## src/rtl/core/assert_macros.svh

```systemverilog
// ----------------------------------------------------------------------------
// Assertion macros
// Concurrent assertion wrappers; empty when SYNTHESIS is defined.
// ----------------------------------------------------------------------------
`ifndef ASSERT_MACROS_SVH
`define ASSERT_MACROS_SVH
`ifndef SYNTHESIS
// expr must hold at every edge outside reset
`define PCS_ASSERT_ALWAYS(lbl, clk, rst, expr, msg) \
   lbl: assert property (@(posedge clk) disable iff (rst) (expr)) else $error(msg);
// cons must hold in the cycle after ante
`define PCS_ASSERT_NEXT(lbl, clk, rst, ante, cons, msg) \
   lbl: assert property (@(posedge clk) disable iff (rst) (ante) |=> (cons)) else $error(msg);
`else
`define PCS_ASSERT_ALWAYS(lbl, clk, rst, expr, msg)
`define PCS_ASSERT_NEXT(lbl, clk, rst, ante, cons, msg)
`endif
`endif

```

## src/rtl/core/pcs_pkg.sv

```systemverilog
// ----------------------------------------------------------------------------
// pcs_pkg
// Shared types, constants and helpers of the percentile contrast stretch core.
// ----------------------------------------------------------------------------
package pcs_pkg;

   localparam int MAX_PIXELS_LOG2 = 24;
   localparam int CNT_W           = MAX_PIXELS_LOG2 + 1;
   localparam int BIN_COUNT       = 256;
   localparam int BIN_W           = 8;
   localparam int PERM_W          = 10;
   localparam int THR_W           = CNT_W + PERM_W;
   localparam int SUM_W           = CNT_W + BIN_W + PERM_W;
   localparam int NUM_W           = 24;
   localparam int DEN_W           = 16;
   localparam int DIV_STEPS       = NUM_W;
   localparam int DIV_CNT_W       = 5;
   localparam int CSR_IDX_W       = 1;

   localparam logic [CNT_W-1:0]     CNT_MAX     = {CNT_W{1'b1}};
   localparam logic [BIN_W-1:0]     LAST_BIN    = BIN_W'(BIN_COUNT - 1);
   localparam logic [PERM_W-1:0]    LOW_RESET   = PERM_W'(10);
   localparam logic [PERM_W-1:0]    HIGH_RESET  = PERM_W'(990);
   localparam logic [CSR_IDX_W-1:0] CSR_LOW_PERMILLE  = 1'b0;
   localparam logic [CSR_IDX_W-1:0] CSR_HIGH_PERMILLE = 1'b1;

   typedef struct packed {
      logic       operation;
      logic [7:0] red_in;
      logic [7:0] green_in;
      logic [7:0] blue_in;
      logic       last_pixel;
   } pcs_req_type;

   typedef struct packed {
      logic [7:0] red_out;
      logic [7:0] green_out;
      logic [7:0] blue_out;
      logic       final_out;
   } pcs_rsp_type;

   typedef struct packed {
      logic accept;
      logic acc_write;
      logic walk_init;
      logic walk;
      logic mul;
      logic div;
      logic load_out;
   } pcs_cmd_type;

   typedef struct packed {
      logic in_op;
      logic in_stretch;
      logic it_last;
      logic walk_done;
      logic div_last;
      logic out_free;
   } pcs_sts_type;

   function automatic logic [7:0] max3(input logic [7:0] a, input logic [7:0] b,
                                       input logic [7:0] c);
      logic [7:0] m;
      m = a;
      if (b > m) m = b;
      if (c > m) m = c;
      return m;
   endfunction

   function automatic logic [7:0] min3(input logic [7:0] a, input logic [7:0] b,
                                       input logic [7:0] c);
      logic [7:0] m;
      m = a;
      if (b < m) m = b;
      if (c < m) m = c;
      return m;
   endfunction

   function automatic logic [BIN_W-1:0] lightness(input logic [7:0] r, input logic [7:0] g,
                                                  input logic [7:0] b);
      logic [8:0] s;
      s = {1'b0, max3(r, g, b)} + {1'b0, min3(r, g, b)};
      return s[8:1];
   endfunction

   function automatic logic [CNT_W-1:0] sat_inc(input logic [CNT_W-1:0] v);
      return (v == CNT_MAX) ? v : v + CNT_W'(1);
   endfunction

endpackage

```

## src/rtl/core/pcs_ctrl.sv

```systemverilog
// ----------------------------------------------------------------------------
// pcs_ctrl
// Sequencer: accumulate, percentile walk, multiply, divide and output steps.
// ----------------------------------------------------------------------------
module pcs_ctrl (
   input  logic                 clock,
   input  logic                 reset,
   input  logic                 req_valid,
   output logic                 req_stall,
   input  pcs_pkg::pcs_sts_type sts,
   output pcs_pkg::pcs_cmd_type cmd
);

   typedef enum logic [6:0] {
      ST_IDLE   = 7'b0000001,
      ST_ACC_WR = 7'b0000010,
      ST_PREP   = 7'b0000100,
      ST_WALK   = 7'b0001000,
      ST_MUL    = 7'b0010000,
      ST_DIV    = 7'b0100000,
      ST_OUT    = 7'b1000000
   } state_type;

   state_type state_ff, state_in;

   always_comb begin
      state_in = state_ff;
      cmd      = '0;
      unique case (state_ff)
         ST_IDLE: begin
            if (req_valid) begin
               cmd.accept = 1'b1;
               if (!sts.in_op) state_in = ST_ACC_WR;
               else if (sts.in_stretch) state_in = ST_MUL;
               else state_in = ST_OUT;
            end
         end
         ST_ACC_WR: begin
            cmd.acc_write = 1'b1;
            state_in = sts.it_last ? ST_PREP : ST_IDLE;
         end
         ST_PREP: begin
            cmd.walk_init = 1'b1;
            state_in = ST_WALK;
         end
         ST_WALK: begin
            cmd.walk = 1'b1;
            if (sts.walk_done) state_in = ST_IDLE;
         end
         ST_MUL: begin
            cmd.mul = 1'b1;
            state_in = ST_DIV;
         end
         ST_DIV: begin
            cmd.div = 1'b1;
            if (sts.div_last) state_in = ST_OUT;
         end
         ST_OUT: begin
            if (sts.out_free) begin
               cmd.load_out = 1'b1;
               state_in = ST_IDLE;
            end
         end
         default: state_in = ST_IDLE;
      endcase
   end

   always_ff @(posedge clock) begin
      if (reset) state_ff <= ST_IDLE;
      else state_ff <= state_in;
   end

   assign req_stall = (state_ff != ST_IDLE);

endmodule

```

## config.mk

```make
export PLATFORM = sky130hd
export DESIGN_NAME = pcs_ctrl
export DESIGN_NICKNAME = d
export VERILOG_FILES = /design/src/rtl/core/assert_macros.svh /design/src/rtl/core/pcs_pkg.sv /design/src/rtl/core/pcs_ctrl.sv
export SDC_FILE = /design/constraint.sdc
export NUM_CORES = 1
export LEC_CHECK = 0
export BUFFER_PORTS_ARGS = -buffer_cell sky130_fd_sc_hd__buf_2
export CAP_MARGIN = 20
export CORE_UTILIZATION = 40
export CTS_BUF_LIST = sky130_fd_sc_hd__clkbuf_2
export DETAILED_ROUTE_END_ITERATION = 7
export PLACE_DENSITY = 0.65
export SLEW_MARGIN = 0
export SYNTH_ARGS = -nofsm -noshare
export SYNTH_HDL_FRONTEND = slang
export SYNTH_SLANG_ARGS = --single-unit
export TNS_END_PERCENT = 10
```

## constraint.sdc

```tcl
create_clock -name clock -period 4.16 [get_ports clock]
set_input_delay 0.832 -clock clock [delete_from_list [all_inputs] [get_ports clock]]
set_output_delay 0.832 -clock clock [all_outputs]
set_load 0.02 [all_outputs]
```

==> flow_summary.html, run 1 <==
<table>
<tr><th>Metric</th><th>Value</th></tr>
<tr><th colspan="2">STA</th></tr>
<tr><td>Highest Clock Rate</td><td>roughly 370 MHz</td></tr>
<tr><td>Unrepaired setup endpoints after global routing</td><td>no</td></tr>
<tr><td>Fin crit share</td><td>0.646</td></tr>
<tr><td>Final Slew Violations</td><td>0</td></tr>
<tr><td>Slew margin rel.</td><td>0.666</td></tr>
<tr><td>Sum Neg Setup Slack</td><td>0 ps</td></tr>
<tr><td>Count of final hold-check violations</td><td>0</td></tr>
<tr><td>Final Critical Period</td><td>between 2000 and 3000 ps</td></tr>
<tr><td>Post-route clock skew</td><td>about 1.6 ps</td></tr>
<tr><td>Count of final setup violators</td><td>0</td></tr>
<tr><td>Worst Tran Pin Value</td><td>slightly below 500 ps</td></tr>
<tr><th colspan="2">Critical path</th></tr>
<tr><td>Data arrival, critical path</td><td>1850 ps</td></tr>
<tr><td>Capture instance of the worst register-to-register path</td><td>state_ff[0]</td></tr>
<tr><td>Minimum setup slack among reg-to-reg paths</td><td>between 2000 and 2500 ps</td></tr>
<tr><td>Type of the worst setup path</td><td>register to primary output</td></tr>
<tr><td>Length in cells of the worst reg-to-reg path</td><td>4</td></tr>
<tr><td>Type of origin of the critical path</td><td>register</td></tr>
<tr><td>Worst Setup End Kind</td><td>primary output</td></tr>
<tr><td>Crit Path Max Fanout</td><td>10</td></tr>
<tr><td>Data required time of the worst path</td><td>3330 ps</td></tr>
<tr><td>Startpoint of the most critical register-to-register path</td><td>state_ff[6]</td></tr>
<tr><th colspan="2">Place</th></tr>
<tr><td>Number of buffers inserted by port buffering</td><td>16</td></tr>
<tr><td>HPWL after detailed placement</td><td>~900 µm</td></tr>
<tr><td>Final weighted congestion in routability-driven placement</td><td>0.802</td></tr>
<tr><th colspan="2">Detailed routing</th></tr>
<tr><td>Ratio of routed vias to standard cells</td><td>roughly 5.7</td></tr>
<tr><td>Post-route DRC violation count</td><td>0</td></tr>
<tr><td>First-pass iteration count of the detailed router</td><td>4</td></tr>
<tr><td>WL/cell</td><td>around 12 µm</td></tr>
<tr><td>DRT antenna net count</td><td>0</td></tr>
<tr><td>Total via count after detailed routing</td><td>around 530</td></tr>
<tr><td>DRT iter0 DRCs</td><td>9</td></tr>
<tr><td>Wirelength, routed</td><td>1.17 mm</td></tr>
<tr><th colspan="2">Finish</th></tr>
<tr><td>Antenna diodes</td><td>0</td></tr>
<tr><td>Area growth from synthesis to layout</td><td>14.2%</td></tr>
<tr><td>Share of layout cells above drive strength 1</td><td>0.300</td></tr>
<tr><td>Total number of nets in the final design</td><td>90</td></tr>
<tr><td>Max FFs per register</td><td>7</td></tr>
<tr><td>Largest registers in the final layout</td><td>state_ff x7</td></tr>
<tr><td>Combined flip-flop and latch cell area</td><td>between 100 and 150 µm²</td></tr>
<tr><td>Final-layout fill cell count</td><td>~130</td></tr>
<tr><td>Reg with most FFs</td><td>state_ff</td></tr>
<tr><td>Multi-input gate area in the final layout</td><td>around 340 µm²</td></tr>
<tr><th colspan="2">GRT</th></tr>
<tr><td>Antenna violations before repair</td><td>0</td></tr>
<tr><td>Via count of the first global-routing pass</td><td>426</td></tr>
<tr><td>Total track usage</td><td>0.181</td></tr>
<tr><td>Overall overflow remaining after global route</td><td>0</td></tr>
<tr><td>Pin count of the biggest net entering global routing</td><td>12</td></tr>
<tr><td>First-pass GRT wire length</td><td>between 1.5 and 2 mm</td></tr>
<tr><th colspan="2">Floorplanning</th></tr>
<tr><td>Die X</td><td>around 38 µm</td></tr>
<tr><td>Count of standard-cell rows</td><td>12</td></tr>
<tr><td>Starting Density</td><td>0.452</td></tr>
<tr><td>Area of the core</td><td>between 1000 and 1500 µm²</td></tr>
<tr><td>Top-level port count</td><td>17</td></tr>
<tr><td>Die area</td><td>about 1500 µm²</td></tr>
<tr><td>Die height</td><td>between 30 and 40 µm</td></tr>
<tr><th colspan="2">Status</th></tr>
<tr><td>Status</td><td>finished, final reports clean</td></tr>
<tr><th colspan="2">CTS</th></tr>
<tr><td>H-tree depth</td><td>1</td></tr>
<tr><td>Hold_buf cts</td><td>0</td></tr>
<tr><td>Total of cells resized after clock tree synthesis</td><td>0</td></tr>
<tr><td>Root buffer selected by CTS</td><td>sky130_fd_sc_hd__clkbuf_2</td></tr>
<tr><td>CTS tree</td><td>built</td></tr>
<tr><td>Post-CTS setup buffer count</td><td>0</td></tr>
<tr><td>Clock tree sinks</td><td>7</td></tr>
<tr><td>Clock transition at the register clock pins on the worst setup and hold paths after CTS</td><td>about 70 ps</td></tr>
<tr><td>Clock latency on the worst-skew pair</td><td>approximately 230 ps</td></tr>
<tr><td>CTS Buf Count</td><td>3</td></tr>
<tr><td>Clock Path Buffers</td><td>2</td></tr>
<tr><th colspan="2">Synth</th></tr>
<tr><td>Async S/R FF share, synth</td><td>0</td></tr>
<tr><td>Synthesized netlist net count</td><td>74</td></tr>
<tr><td>Synth Instances</td><td>65</td></tr>
<tr><td>Top cells by area in the synthesized netlist</td><td>sky130_fd_sc_hd__dfxtp_1 26%, sky130_fd_sc_hd__buf_6 6.4%, sky130_fd_sc_hd__nor3_1 4.7%</td></tr>
<tr><td>Most used DFF post-synth</td><td>sky130_fd_sc_hd__dfxtp_1</td></tr>
<tr><td>Area share of the largest cell type after synthesis</td><td>0.265</td></tr>
<tr><td>Post-synth EDFFs</td><td>0</td></tr>
<tr><td>Share of the yosys chip area belonging to registers</td><td>0.265</td></tr>
<tr><td>Mean area per synthesized cell</td><td>8.14 µm²</td></tr>
<tr><td>Count of warnings emitted by yosys</td><td>0</td></tr>
<tr><td>Cell taking the most area after synthesis</td><td>sky130_fd_sc_hd__dfxtp_1</td></tr>
<tr><td>Leading cell type by number of instances after synthesis</td><td>sky130_fd_sc_hd__dfxtp_1</td></tr>
<tr><td>Synthesis-stage register bit count</td><td>7</td></tr>
<tr><td>Number of distinct library cells after synthesis</td><td>32</td></tr>
<tr><td>Leading cell types by count after synthesis</td><td>7 x sky130_fd_sc_hd__dfxtp_1, 6 x sky130_fd_sc_hd__nor2_1, 5 x sky130_fd_sc_hd__nor3_1</td></tr>
<tr><td>Cell area after technology mapping</td><td>529 µm²</td></tr>
<tr><th colspan="2">Power and ir drop</th></tr>
<tr><td>P_leak</td><td>0.256 nW</td></tr>
<tr><td>Sw Pwr</td><td>between 100 and 150 µW</td></tr>
<tr><td>Post-route total power</td><td>287 µW</td></tr>
<tr><td>Gate power share</td><td>0.465</td></tr>
<tr><td>Power density relative to cell area</td><td>475 nW/µm²</td></tr>
<tr><td>VDD IR max</td><td>0.000237 V</td></tr>
<tr><td>Switching fraction of total power</td><td>0.439</td></tr>
<tr><td>Cell Int Power</td><td>161 µW</td></tr>
<tr><td>Share of power burned in the clock network</td><td>0.174</td></tr>
<tr><td>Sequential group share of total power</td><td>0.362</td></tr>
<tr><th colspan="2">Min path</th></tr>
<tr><td>Hold WC Path Type</td><td>register to register</td></tr>
<tr><td>End of the worst hold path</td><td>state_ff[6]</td></tr>
<tr><td>Startpoint of the worst hold path</td><td>state_ff[6]</td></tr>
<tr><td>Hold path depth</td><td>2</td></tr>
<tr><th colspan="2">Job</th></tr>
<tr><td>Number of violations of the max-capacitance limit</td><td>0</td></tr>
</table>
## layer usage
metal	wire length, µm	GRT usage
met1	533	0.221
met2	555	0.280
met3	67	0.0872
met4	9	0.0517
met5	0	0
## kinds of logic (layout without fill, tap and decap cells)
kind of cell	after synthesis	count (layout)	share of synthesized area
and+or+nand+nor	39	39	0.501
buffers and inverters	8	23	0.102
DFF	7	7	0.265
AOI/OAI and AO/OA	11	11	0.132
## layout make-up
class	instances	share of cell area
Clock buffer	4	0.0331
Inverter	3	0.0186
Multi-Input combinational cell	50	0.555
Sequential cell	7	0.232
Tap cell	14	0.0290
Timing Repair Buffer	16	0.133
## cells in the final DEF, fill, tap and decap left out, drive strengths merged, types with 2 or more instances in the layout
master	instances
o21ai	3
nor3b	3
or2	2
nor3	6
nor4b	3
inv	3
nor2b	2
nand2b	2
nand2	3
or4	2
clkbuf	4
nor4	4
buf	16
nor2	6
dfxtp	7
a21oi	3
## how the worst max path moves through the flow
stage | from | end | slack [ps] | depth (start not counted)
floorplan | state_ff[6] | cmd[4] | 1590 | 4
global placement | state_ff[6] | cmd[4] | 1760 | 4
detailed placement | state_ff[6] | cmd[4] | 1730 | 4
CTS | state_ff[6] | cmd[4] | 1460 | 4
global route | state_ff[6] | cmd[4] | 1370 | 4
finish | state_ff[6] | cmd[4] | 1470 | 4
## per-stage QoR
step	area (µm²)	hold WS, ps	instances	util	setup WS (ps)
5_1_grt	604	694	94	0.516	1370
4_1_cts	604	647	94	0.516	1460
3_3_place_gp	584	617	90	0.499	1760
3_5_place_dp	584	639	90	0.499	1730
2_1_floorplan	529	585	65	-	1590
6_report	604	643	94	0.516	1470
## power by group through the flow
stage	combinational, mW	clock [mW]	sequential, mW
floorplan	0.130	0	0.0867
global placement	0.133	0	0.105
detailed placement	0.134	0	0.105
CTS	0.134	0.0523	0.103
global route	0.146	0.0552	0.106
finish	0.133	0.0499	0.104
## worst max-delay path, cell delays in order, from the launching register on
cell                      delay (ps)
sky130_fd_sc_hd__dfxtp_1         410
sky130_fd_sc_hd__or4_4           590
sky130_fd_sc_hd__or2_1           260
sky130_fd_sc_hd__nor3b_1         180
sky130_fd_sc_hd__buf_2           190
Note: power is estimated with default switching activity, not from simulation.
==> run 2, diff against run 1 <==
clock period = 2.5 ns   (was 4.16 ns; I/O delays follow)
==> run 2 against run 1 <==
  * Flip-flop and latch count stayed put
  * Die area stayed put
  * Count of clock-buffer cells in the layout stayed put
  * Highest routed layer unchanged
  * Critical endpoint unchanged
  * Global-route usage is 2.0 points higher
  * Total power is 69% higher
==> flow_summary.html, run 2 (synthesis gave the netlist of run 1 again) <==
<table>
<tr><th>Metric</th><th>Value</th></tr>
<tr><th colspan="2">Status</th></tr>
<tr><td>Status</td><td>finished, final reports clean</td></tr>
<tr><th colspan="2">CTS</th></tr>
<tr><td>H-tree depth</td><td>1</td></tr>
<tr><td>Post-CTS setup buffer count</td><td>0</td></tr>
<tr><td>CTS tree</td><td>built</td></tr>
<tr><td>Hold_buf cts</td><td>0</td></tr>
<tr><td>Root buffer selected by CTS</td><td>sky130_fd_sc_hd__clkbuf_2</td></tr>
<tr><td>Total of cells resized after clock tree synthesis</td><td>0</td></tr>
<tr><td>Clock Path Buffers</td><td>2</td></tr>
<tr><td>CTS Buf Count</td><td>3</td></tr>
<tr><td>Clock latency on the worst-skew pair</td><td>between 200 and 250 ps</td></tr>
<tr><td>Clock tree sinks</td><td>7</td></tr>
<tr><td>Clock transition at the register clock pins on the worst setup and hold paths after CTS</td><td>70 ps</td></tr>
<tr><th colspan="2">Critical path</th></tr>
<tr><td>Worst Setup End Kind</td><td>primary output</td></tr>
<tr><td>Highest-delay cell along the critical path</td><td>sky130_fd_sc_hd__or4_4</td></tr>
<tr><td>Data required time of the worst path</td><td>about 2000 ps</td></tr>
<tr><td>Crit Path Max Fanout</td><td>11</td></tr>
<tr><td>Type of the worst setup path</td><td>register to primary output</td></tr>
<tr><td>Cell chain of the critical path</td><td>or4_4 -&gt; or2_1 -&gt; nor3b_1 -&gt; buf_2</td></tr>
<tr><td>Crit-path leading delay family</td><td>simple AND/OR/NAND/NOR gates</td></tr>
<tr><td>Type of origin of the critical path</td><td>register</td></tr>
<tr><td>Stage delay of the slowest cell on the critical path</td><td>530 ps</td></tr>
<tr><td>Crit path buf inv count</td><td>1</td></tr>
<tr><td>Data arrival, critical path</td><td>about 1800 ps</td></tr>
<tr><th colspan="2">STA</th></tr>
<tr><td>Setup WS post-layout</td><td>approximately 230 ps</td></tr>
<tr><td>Highest Clock Rate</td><td>around 440 MHz</td></tr>
<tr><td>Count of final setup violators</td><td>0</td></tr>
<tr><td>Final Critical Period</td><td>2270 ps</td></tr>
<tr><td>Post-route clock skew</td><td>between 2 and 2.5 ps</td></tr>
<tr><td>Unrepaired setup endpoints after global routing</td><td>no</td></tr>
<tr><td>Sum Neg Setup Slack</td><td>0 ps</td></tr>
<tr><td>Worst Tran Pin Value</td><td>about 480 ps</td></tr>
<tr><td>Fin crit share</td><td>0.909</td></tr>
<tr><td>Count of final hold-check violations</td><td>0</td></tr>
<tr><td>Slew margin rel.</td><td>0.677</td></tr>
<tr><td>Final Slew Violations</td><td>0</td></tr>
<tr><th colspan="2">Power and ir drop</th></tr>
<tr><td>Sw Pwr</td><td>~210 µW</td></tr>
<tr><td>Sequential group share of total power</td><td>0.345</td></tr>
<tr><td>Cell Int Power</td><td>about 270 µW</td></tr>
<tr><td>VDD IR max</td><td>around 0.00044 V</td></tr>
<tr><td>Switching fraction of total power</td><td>0.442</td></tr>
<tr><td>Power density relative to cell area</td><td>approximately 800 nW/µm²</td></tr>
<tr><td>Gate power share</td><td>0.480</td></tr>
<tr><td>P_leak</td><td>roughly 0.26 nW</td></tr>
<tr><td>Share of power burned in the clock network</td><td>0.175</td></tr>
<tr><th colspan="2">Finish</th></tr>
<tr><td>Share of layout cells above drive strength 1</td><td>0.309</td></tr>
<tr><td>Antenna diodes</td><td>0</td></tr>
<tr><td>Total number of nets in the final design</td><td>91</td></tr>
<tr><td>Utilization of the core after routing</td><td>0.522</td></tr>
<tr><td>Combined flip-flop and latch cell area</td><td>140 µm²</td></tr>
<tr><td>Multi-input gate area in the final layout</td><td>~340 µm²</td></tr>
<tr><td>Reg with most FFs</td><td>state_ff</td></tr>
<tr><td>Largest registers in the final layout</td><td>state_ff x7</td></tr>
<tr><td>Most used cells in the layout excluding fill and tap cells</td><td>16 x sky130_fd_sc_hd__buf_2, 7 x sky130_fd_sc_hd__dfxtp_1, 6 x sky130_fd_sc_hd__nor2_1, 5 x sky130_fd_sc_hd__nor3_1</td></tr>
<tr><td>Final-layout fill cell count</td><td>between 100 and 150</td></tr>
<tr><td>Area growth from synthesis to layout</td><td>15.6%</td></tr>
<tr><td>Most common library cell in the layout ignoring fill and taps</td><td>sky130_fd_sc_hd__buf_2</td></tr>
<tr><td>Max FFs per register</td><td>7</td></tr>
<tr><th colspan="2">Place</th></tr>
<tr><td>Number of buffers inserted by port buffering</td><td>16</td></tr>
<tr><td>Pre-CTS setup slack</td><td>487 ps</td></tr>
<tr><td>Final weighted congestion in routability-driven placement</td><td>around 0.80</td></tr>
<tr><td>HPWL after detailed placement</td><td>approximately 870 µm</td></tr>
<tr><th colspan="2">GRT</th></tr>
<tr><td>Overall overflow remaining after global route</td><td>0</td></tr>
<tr><td>First-pass GRT wire length</td><td>between 1.5 and 2 mm</td></tr>
<tr><td>Pin count of the biggest net entering global routing</td><td>12</td></tr>
<tr><td>Antenna violations before repair</td><td>0</td></tr>
<tr><td>Total track usage</td><td>0.201</td></tr>
<tr><td>Via count of the first global-routing pass</td><td>approximately 440</td></tr>
<tr><th colspan="2">Detailed routing</th></tr>
<tr><td>Ratio of routed vias to standard cells</td><td>between 5 and 6</td></tr>
<tr><td>DRT iter0 DRCs</td><td>10</td></tr>
<tr><td>First-pass iteration count of the detailed router</td><td>4</td></tr>
<tr><td>Post-route DRC violation count</td><td>0</td></tr>
<tr><td>Wirelength, routed</td><td>1.16 mm</td></tr>
<tr><td>WL/cell</td><td>between 10 and 15 µm</td></tr>
<tr><td>Total via count after detailed routing</td><td>roughly 530</td></tr>
<tr><td>DRT antenna net count</td><td>0</td></tr>
<tr><th colspan="2">Job</th></tr>
<tr><td>Number of violations of the max-capacitance limit</td><td>0</td></tr>
<tr><th colspan="2">Floorplanning</th></tr>
<tr><td>Die X</td><td>approximately 38 µm</td></tr>
<tr><td>Top-level port count</td><td>17</td></tr>
<tr><td>Die area</td><td>between 1000 and 1500 µm²</td></tr>
<tr><td>Starting Density</td><td>0.452</td></tr>
<tr><td>Count of standard-cell rows</td><td>12</td></tr>
<tr><td>Area of the core</td><td>between 1000 and 1500 µm²</td></tr>
<tr><td>Die height</td><td>approximately 38 µm</td></tr>
<tr><th colspan="2">Min path</th></tr>
<tr><td>Hold WC Path Type</td><td>input port to register</td></tr>
</table>
==> run 2: cell types whose count changed in the layout (fill, tap and decap cells not counted), sizes merged <==
cell / previous run / this run
buf: 16 / 17
==> run 2: worst paths after layout <==
check                                  from          end  slack [ps]  cells after the start
worst min-delay path                 sts[5]  state_ff[1]         460                      2
worst max register to register  state_ff[0]  state_ff[6]         820                      4
worst min register to register  state_ff[2]  state_ff[3]         640                      2
worst max-delay path            state_ff[5]       cmd[4]         230                      4
==> run 2: power groups by stage <==
stage / Combinational [mW] / Sequential [mW] / Clock (mW)
after floorplan: 0.216 / 0.144 / 0
after global placement: 0.234 / 0.168 / 0
after CTS: 0.234 / 0.167 / 0.0913
after detailed placement: 0.232 / 0.170 / 0
final: 0.233 / 0.167 / 0.0851
after global routing: 0.256 / 0.173 / 0.0956
==> run 2: metal layers <==
layer / wire length, µm / GRT usage
met1: 529 / 0.258
met2: 526 / 0.292
met3: 84 / 0.0698
met4: 17 / 0.103
met5: 0 / 0
==> run 2: cell type report <==
type,count,area share
clock buffer,4,0.0327
sequential,7,0.229
multi-input combinational,50,0.548
timing repair buffer,17,0.143
inverter,3,0.0184
tap,14,0.0286
==> run 2: stage by stage <==
stage / area [µm²] / cells / power, mW / hold WS [ps]
2_1_floorplan: 529 / 65 / 0.360 / 579
3_3_place_gp: 592 / 91 / 0.402 / 620
3_5_place_dp: 592 / 91 / 0.402 / 624
4_1_cts: 612 / 95 / 0.492 / 431
5_1_grt: 612 / 95 / 0.524 / 466
6_report: 612 / 95 / 0.485 / 462
==> run 2: worst register-to-register path: stages, from the launching register on <==
cell                      delay [ps]
sky130_fd_sc_hd__dfxtp_1         560
sky130_fd_sc_hd__nor4b_4          90
sky130_fd_sc_hd__o31a_1          350
sky130_fd_sc_hd__or4_1           480
sky130_fd_sc_hd__a21oi_1         140
==> run 3, diff against run 2 <==
ABC_AREA = 1   (was not set)
==> run 3 against run 2 <==
  * Setup slack improved by 520 ps
  * Clock skew decreased by 1.5 ps
  * Maximum frequency increased by 29%
  * Flip-flop and latch count unchanged
==> flow_summary.html, run 3 <==
<table>
<tr><th>Metric</th><th>Value</th></tr>
<tr><th colspan="2">Power and ir drop</th></tr>
<tr><td>Power density relative to cell area</td><td>around 910 nW/µm²</td></tr>
<tr><td>VDD IR max</td><td>approximately 0.00047 V</td></tr>
<tr><td>P_leak</td><td>roughly 0.35 nW</td></tr>
<tr><th colspan="2">Floorplanning</th></tr>
<tr><td>Starting Density</td><td>0.451</td></tr>
<tr><td>Die height</td><td>~38 µm</td></tr>
<tr><td>Count of standard-cell rows</td><td>12</td></tr>
<tr><td>Top-level port count</td><td>17</td></tr>
<tr><td>Die X</td><td>about 38 µm</td></tr>
<tr><td>Die area</td><td>1450 µm²</td></tr>
<tr><td>Area of the core</td><td>approximately 1200 µm²</td></tr>
<tr><th colspan="2">Synth</th></tr>
<tr><td>Leading cell types by count after synthesis</td><td>16 x sky130_fd_sc_hd__inv_1, 14 x sky130_fd_sc_hd__nand2_1, 14 x sky130_fd_sc_hd__nor2_1</td></tr>
<tr><td>Async S/R FF share, synth</td><td>0</td></tr>
<tr><td>Top cells by area in the synthesized netlist</td><td>sky130_fd_sc_hd__dfxtp_1 27%, sky130_fd_sc_hd__inv_1 12%, sky130_fd_sc_hd__nand2_1 10%</td></tr>
<tr><td>Mean area per synthesized cell</td><td>~6.3 µm²</td></tr>
<tr><td>Synth Instances</td><td>83</td></tr>
<tr><td>Cell area after technology mapping</td><td>522 µm²</td></tr>
<tr><td>Cell taking the most area after synthesis</td><td>sky130_fd_sc_hd__dfxtp_1</td></tr>
<tr><td>Count of warnings emitted by yosys</td><td>0</td></tr>
<tr><td>Post-synth EDFFs</td><td>0</td></tr>
<tr><td>Synthesis-stage register bit count</td><td>7</td></tr>
<tr><td>Number of distinct library cells after synthesis</td><td>20</td></tr>
<tr><td>Synthesized netlist net count</td><td>between 90 and 100</td></tr>
<tr><td>Most used DFF post-synth</td><td>sky130_fd_sc_hd__dfxtp_1</td></tr>
<tr><td>Share of the yosys chip area belonging to registers</td><td>0.269</td></tr>
<tr><td>Area share of the largest cell type after synthesis</td><td>0.269</td></tr>
<tr><td>Leading cell type by number of instances after synthesis</td><td>sky130_fd_sc_hd__inv_1</td></tr>
<tr><th colspan="2">CTS</th></tr>
<tr><td>Total of cells resized after clock tree synthesis</td><td>0</td></tr>
<tr><td>Hold_buf cts</td><td>0</td></tr>
<tr><td>Root buffer selected by CTS</td><td>sky130_fd_sc_hd__clkbuf_2</td></tr>
<tr><td>Post-CTS setup buffer count</td><td>0</td></tr>
<tr><td>Clock latency on the worst-skew pair</td><td>240 ps</td></tr>
<tr><td>Clock transition at the register clock pins on the worst setup and hold paths after CTS</td><td>~80 ps</td></tr>
<tr><td>Clock tree sinks</td><td>7</td></tr>
<tr><td>H-tree depth</td><td>1</td></tr>
<tr><td>CTS tree</td><td>built</td></tr>
<tr><td>CTS Buf Count</td><td>3</td></tr>
<tr><td>Clock Path Buffers</td><td>2</td></tr>
<tr><th colspan="2">Detailed routing</th></tr>
<tr><td>DRT antenna net count</td><td>0</td></tr>
<tr><td>Ratio of routed vias to standard cells</td><td>4.60</td></tr>
<tr><td>Post-route DRC violation count</td><td>0</td></tr>
<tr><td>Total via count after detailed routing</td><td>about 540</td></tr>
<tr><td>Wirelength, routed</td><td>~1.1 mm</td></tr>
<tr><td>DRT iter0 DRCs</td><td>3</td></tr>
<tr><td>First-pass iteration count of the detailed router</td><td>2</td></tr>
<tr><td>WL/cell</td><td>about 9.6 µm</td></tr>
<tr><th colspan="2">Finish</th></tr>
<tr><td>Post-layout instance count excluding filler cells</td><td>approximately 120</td></tr>
<tr><td>Antenna diodes</td><td>0</td></tr>
<tr><td>Area growth from synthesis to layout</td><td>22.5%</td></tr>
<tr><td>Most used cells in the layout excluding fill and tap cells</td><td>16 x sky130_fd_sc_hd__inv_1, 16 x sky130_fd_sc_hd__buf_2, 14 x sky130_fd_sc_hd__nand2_1, 14 x sky130_fd_sc_hd__nor2_1, 7 x sky130_fd_sc_hd__dfxtp_1</td></tr>
<tr><td>Reg with most FFs</td><td>state_ff</td></tr>
<tr><td>Share of layout cells above drive strength 1</td><td>0.379</td></tr>
<tr><td>Largest registers in the final layout</td><td>state_ff x7</td></tr>
<tr><td>Max FFs per register</td><td>7</td></tr>
<tr><td>Utilization of the core after routing</td><td>0.553</td></tr>
<tr><td>Total number of nets in the final design</td><td>roughly 110</td></tr>
<tr><td>Final-layout fill cell count</td><td>about 120</td></tr>
<tr><td>Cell area after layout</td><td>around 640 µm²</td></tr>
<tr><th colspan="2">STA</th></tr>
<tr><td>Highest Clock Rate</td><td>approximately 570 MHz</td></tr>
<tr><td>Count of final hold-check violations</td><td>0</td></tr>
<tr><td>Unrepaired setup endpoints after global routing</td><td>no</td></tr>
<tr><td>Final Critical Period</td><td>around 1800 ps</td></tr>
<tr><td>Slew margin rel.</td><td>0.847</td></tr>
<tr><td>Worst Tran Pin Value</td><td>~230 ps</td></tr>
<tr><td>Final Slew Violations</td><td>0</td></tr>
<tr><td>Fin crit share</td><td>0.702</td></tr>
<tr><td>Count of final setup violators</td><td>0</td></tr>
<tr><td>Post-route clock skew</td><td>between 0.6 and 0.7 ps</td></tr>
<tr><td>Sum Neg Setup Slack</td><td>0 ps</td></tr>
<tr><td>Setup WS post-layout</td><td>around 750 ps</td></tr>
<tr><th colspan="2">Job</th></tr>
<tr><td>Number of violations of the max-capacitance limit</td><td>0</td></tr>
<tr><th colspan="2">Critical path</th></tr>
<tr><td>Crit Path Max Fanout</td><td>6</td></tr>
<tr><td>Stage delay of the slowest cell on the critical path</td><td>360 ps</td></tr>
<tr><td>Type of origin of the critical path</td><td>register</td></tr>
<tr><td>Data arrival, critical path</td><td>about 1300 ps</td></tr>
<tr><td>Data required time of the worst path</td><td>around 2000 ps</td></tr>
<tr><td>Type of the worst setup path</td><td>register to primary output</td></tr>
<tr><td>Highest-delay cell along the critical path</td><td>sky130_fd_sc_hd__dfxtp_1</td></tr>
<tr><td>Crit-path leading delay family</td><td>simple AND/OR/NAND/NOR gates</td></tr>
<tr><td>Crit path buf inv count</td><td>2</td></tr>
<tr><td>Worst Setup End Kind</td><td>primary output</td></tr>
<tr><td>Cell chain of the critical path</td><td>nor2_2 -&gt; nand2_4 -&gt; inv_4 -&gt; nand2_2 -&gt; nor2_1 -&gt; buf_2</td></tr>
<tr><th colspan="2">GRT</th></tr>
<tr><td>Overall overflow remaining after global route</td><td>0</td></tr>
<tr><td>Pin count of the biggest net entering global routing</td><td>7</td></tr>
<tr><td>Antenna violations before repair</td><td>0</td></tr>
<tr><td>Total track usage</td><td>0.175</td></tr>
<tr><td>First-pass GRT wire length</td><td>1.71 mm</td></tr>
<tr><td>Via count of the first global-routing pass</td><td>approximately 430</td></tr>
<tr><th colspan="2">Place</th></tr>
<tr><td>Cell area after placement</td><td>~620 µm²</td></tr>
<tr><td>Pre-CTS setup slack</td><td>between 1000 and 1500 ps</td></tr>
<tr><td>Number of cells after detailed placement</td><td>113</td></tr>
<tr><td>Number of buffers inserted by port buffering</td><td>16</td></tr>
<tr><td>Final weighted congestion in routability-driven placement</td><td>0.737</td></tr>
<tr><td>HPWL after detailed placement</td><td>between 800 and 900 µm</td></tr>
<tr><th colspan="2">Status</th></tr>
<tr><td>Status</td><td>finished, final reports clean</td></tr>
<tr><th colspan="2">Min path</th></tr>
<tr><td>Hold WC Path Type</td><td>input port to register</td></tr>
</table>
## run 3: changes by cell type in the layout (fill, tap and decap cells not counted), moves of 4 or more
cell and change:
sky130_fd_sc_hd__inv_1 +13, sky130_fd_sc_hd__nand2_1 +11, sky130_fd_sc_hd__nand2_2 +4, sky130_fd_sc_hd__nand3_1 +5, sky130_fd_sc_hd__nor2_2 +4, sky130_fd_sc_hd__nor2_1 +8
## run 3: where the power goes
part           switching [mW]  internal [mW]
logic                   0.220          0.115
registers              0.0225          0.134
clock network          0.0457         0.0425
total                   0.288          0.292
## run 3: kinds of logic (layout without fill, tap and decap cells)
group | Yosys count | after routing | share of synthesized area
buffers and inverters | 19 | 39 | 0.142
AOI/OAI and AO/OA | 4 | 4 | 0.0480
DFF | 7 | 7 | 0.269
and+or+nand+nor | 53 | 53 | 0.542
## run 3: area by class of cell
class                      instances  area [µm²]  share of cell area
multi-input combinational         57         308               0.481
sequential                         7         140               0.219
timing repair buffer              16        80.1               0.125
inverter                          19        73.8               0.115
clock buffer                       4        20.0              0.0313
tap                               14        17.5              0.0274
## run 3: routing by layer
layer  GRT usage  share of wire  up-vias
li1            -              -      293
met1       0.225           0.51      227
met4       0.107         0.0098        0
met2       0.250           0.42       16
met5           0              0        -
met3      0.0523          0.061        2
## run 3: worst paths after layout
| check | endpoint | depth (start not counted) | start | slack (ps) |
|---|---|---|---|---|
| worst max-delay path | cmd[6] | 6 | state_ff[4] | 750 |
| worst min-delay path | state_ff[6] | 2 | reset | 470 |
| worst max register to register | state_ff[5] | 7 | state_ff[0] | 1280 |
| worst min register to register | state_ff[2] | 3 | state_ff[2] | 570 |
## run 3: stage by stage
stage / power, mW / hold slack (ps)
global route: 0.623 / 473
floorplan: 0.426 / 526
global placement: 0.491 / 557
finish: 0.579 / 470
CTS: 0.582 / 468
detailed placement: 0.493 / 562
## run 3: worst register-to-register path: cells and delay by family, from the launching register on
kind                   cells  cell delay [ps]
buffers and inverters      1               50
flip-flops                 1              390
AND/OR/NAND/NOR            6              670
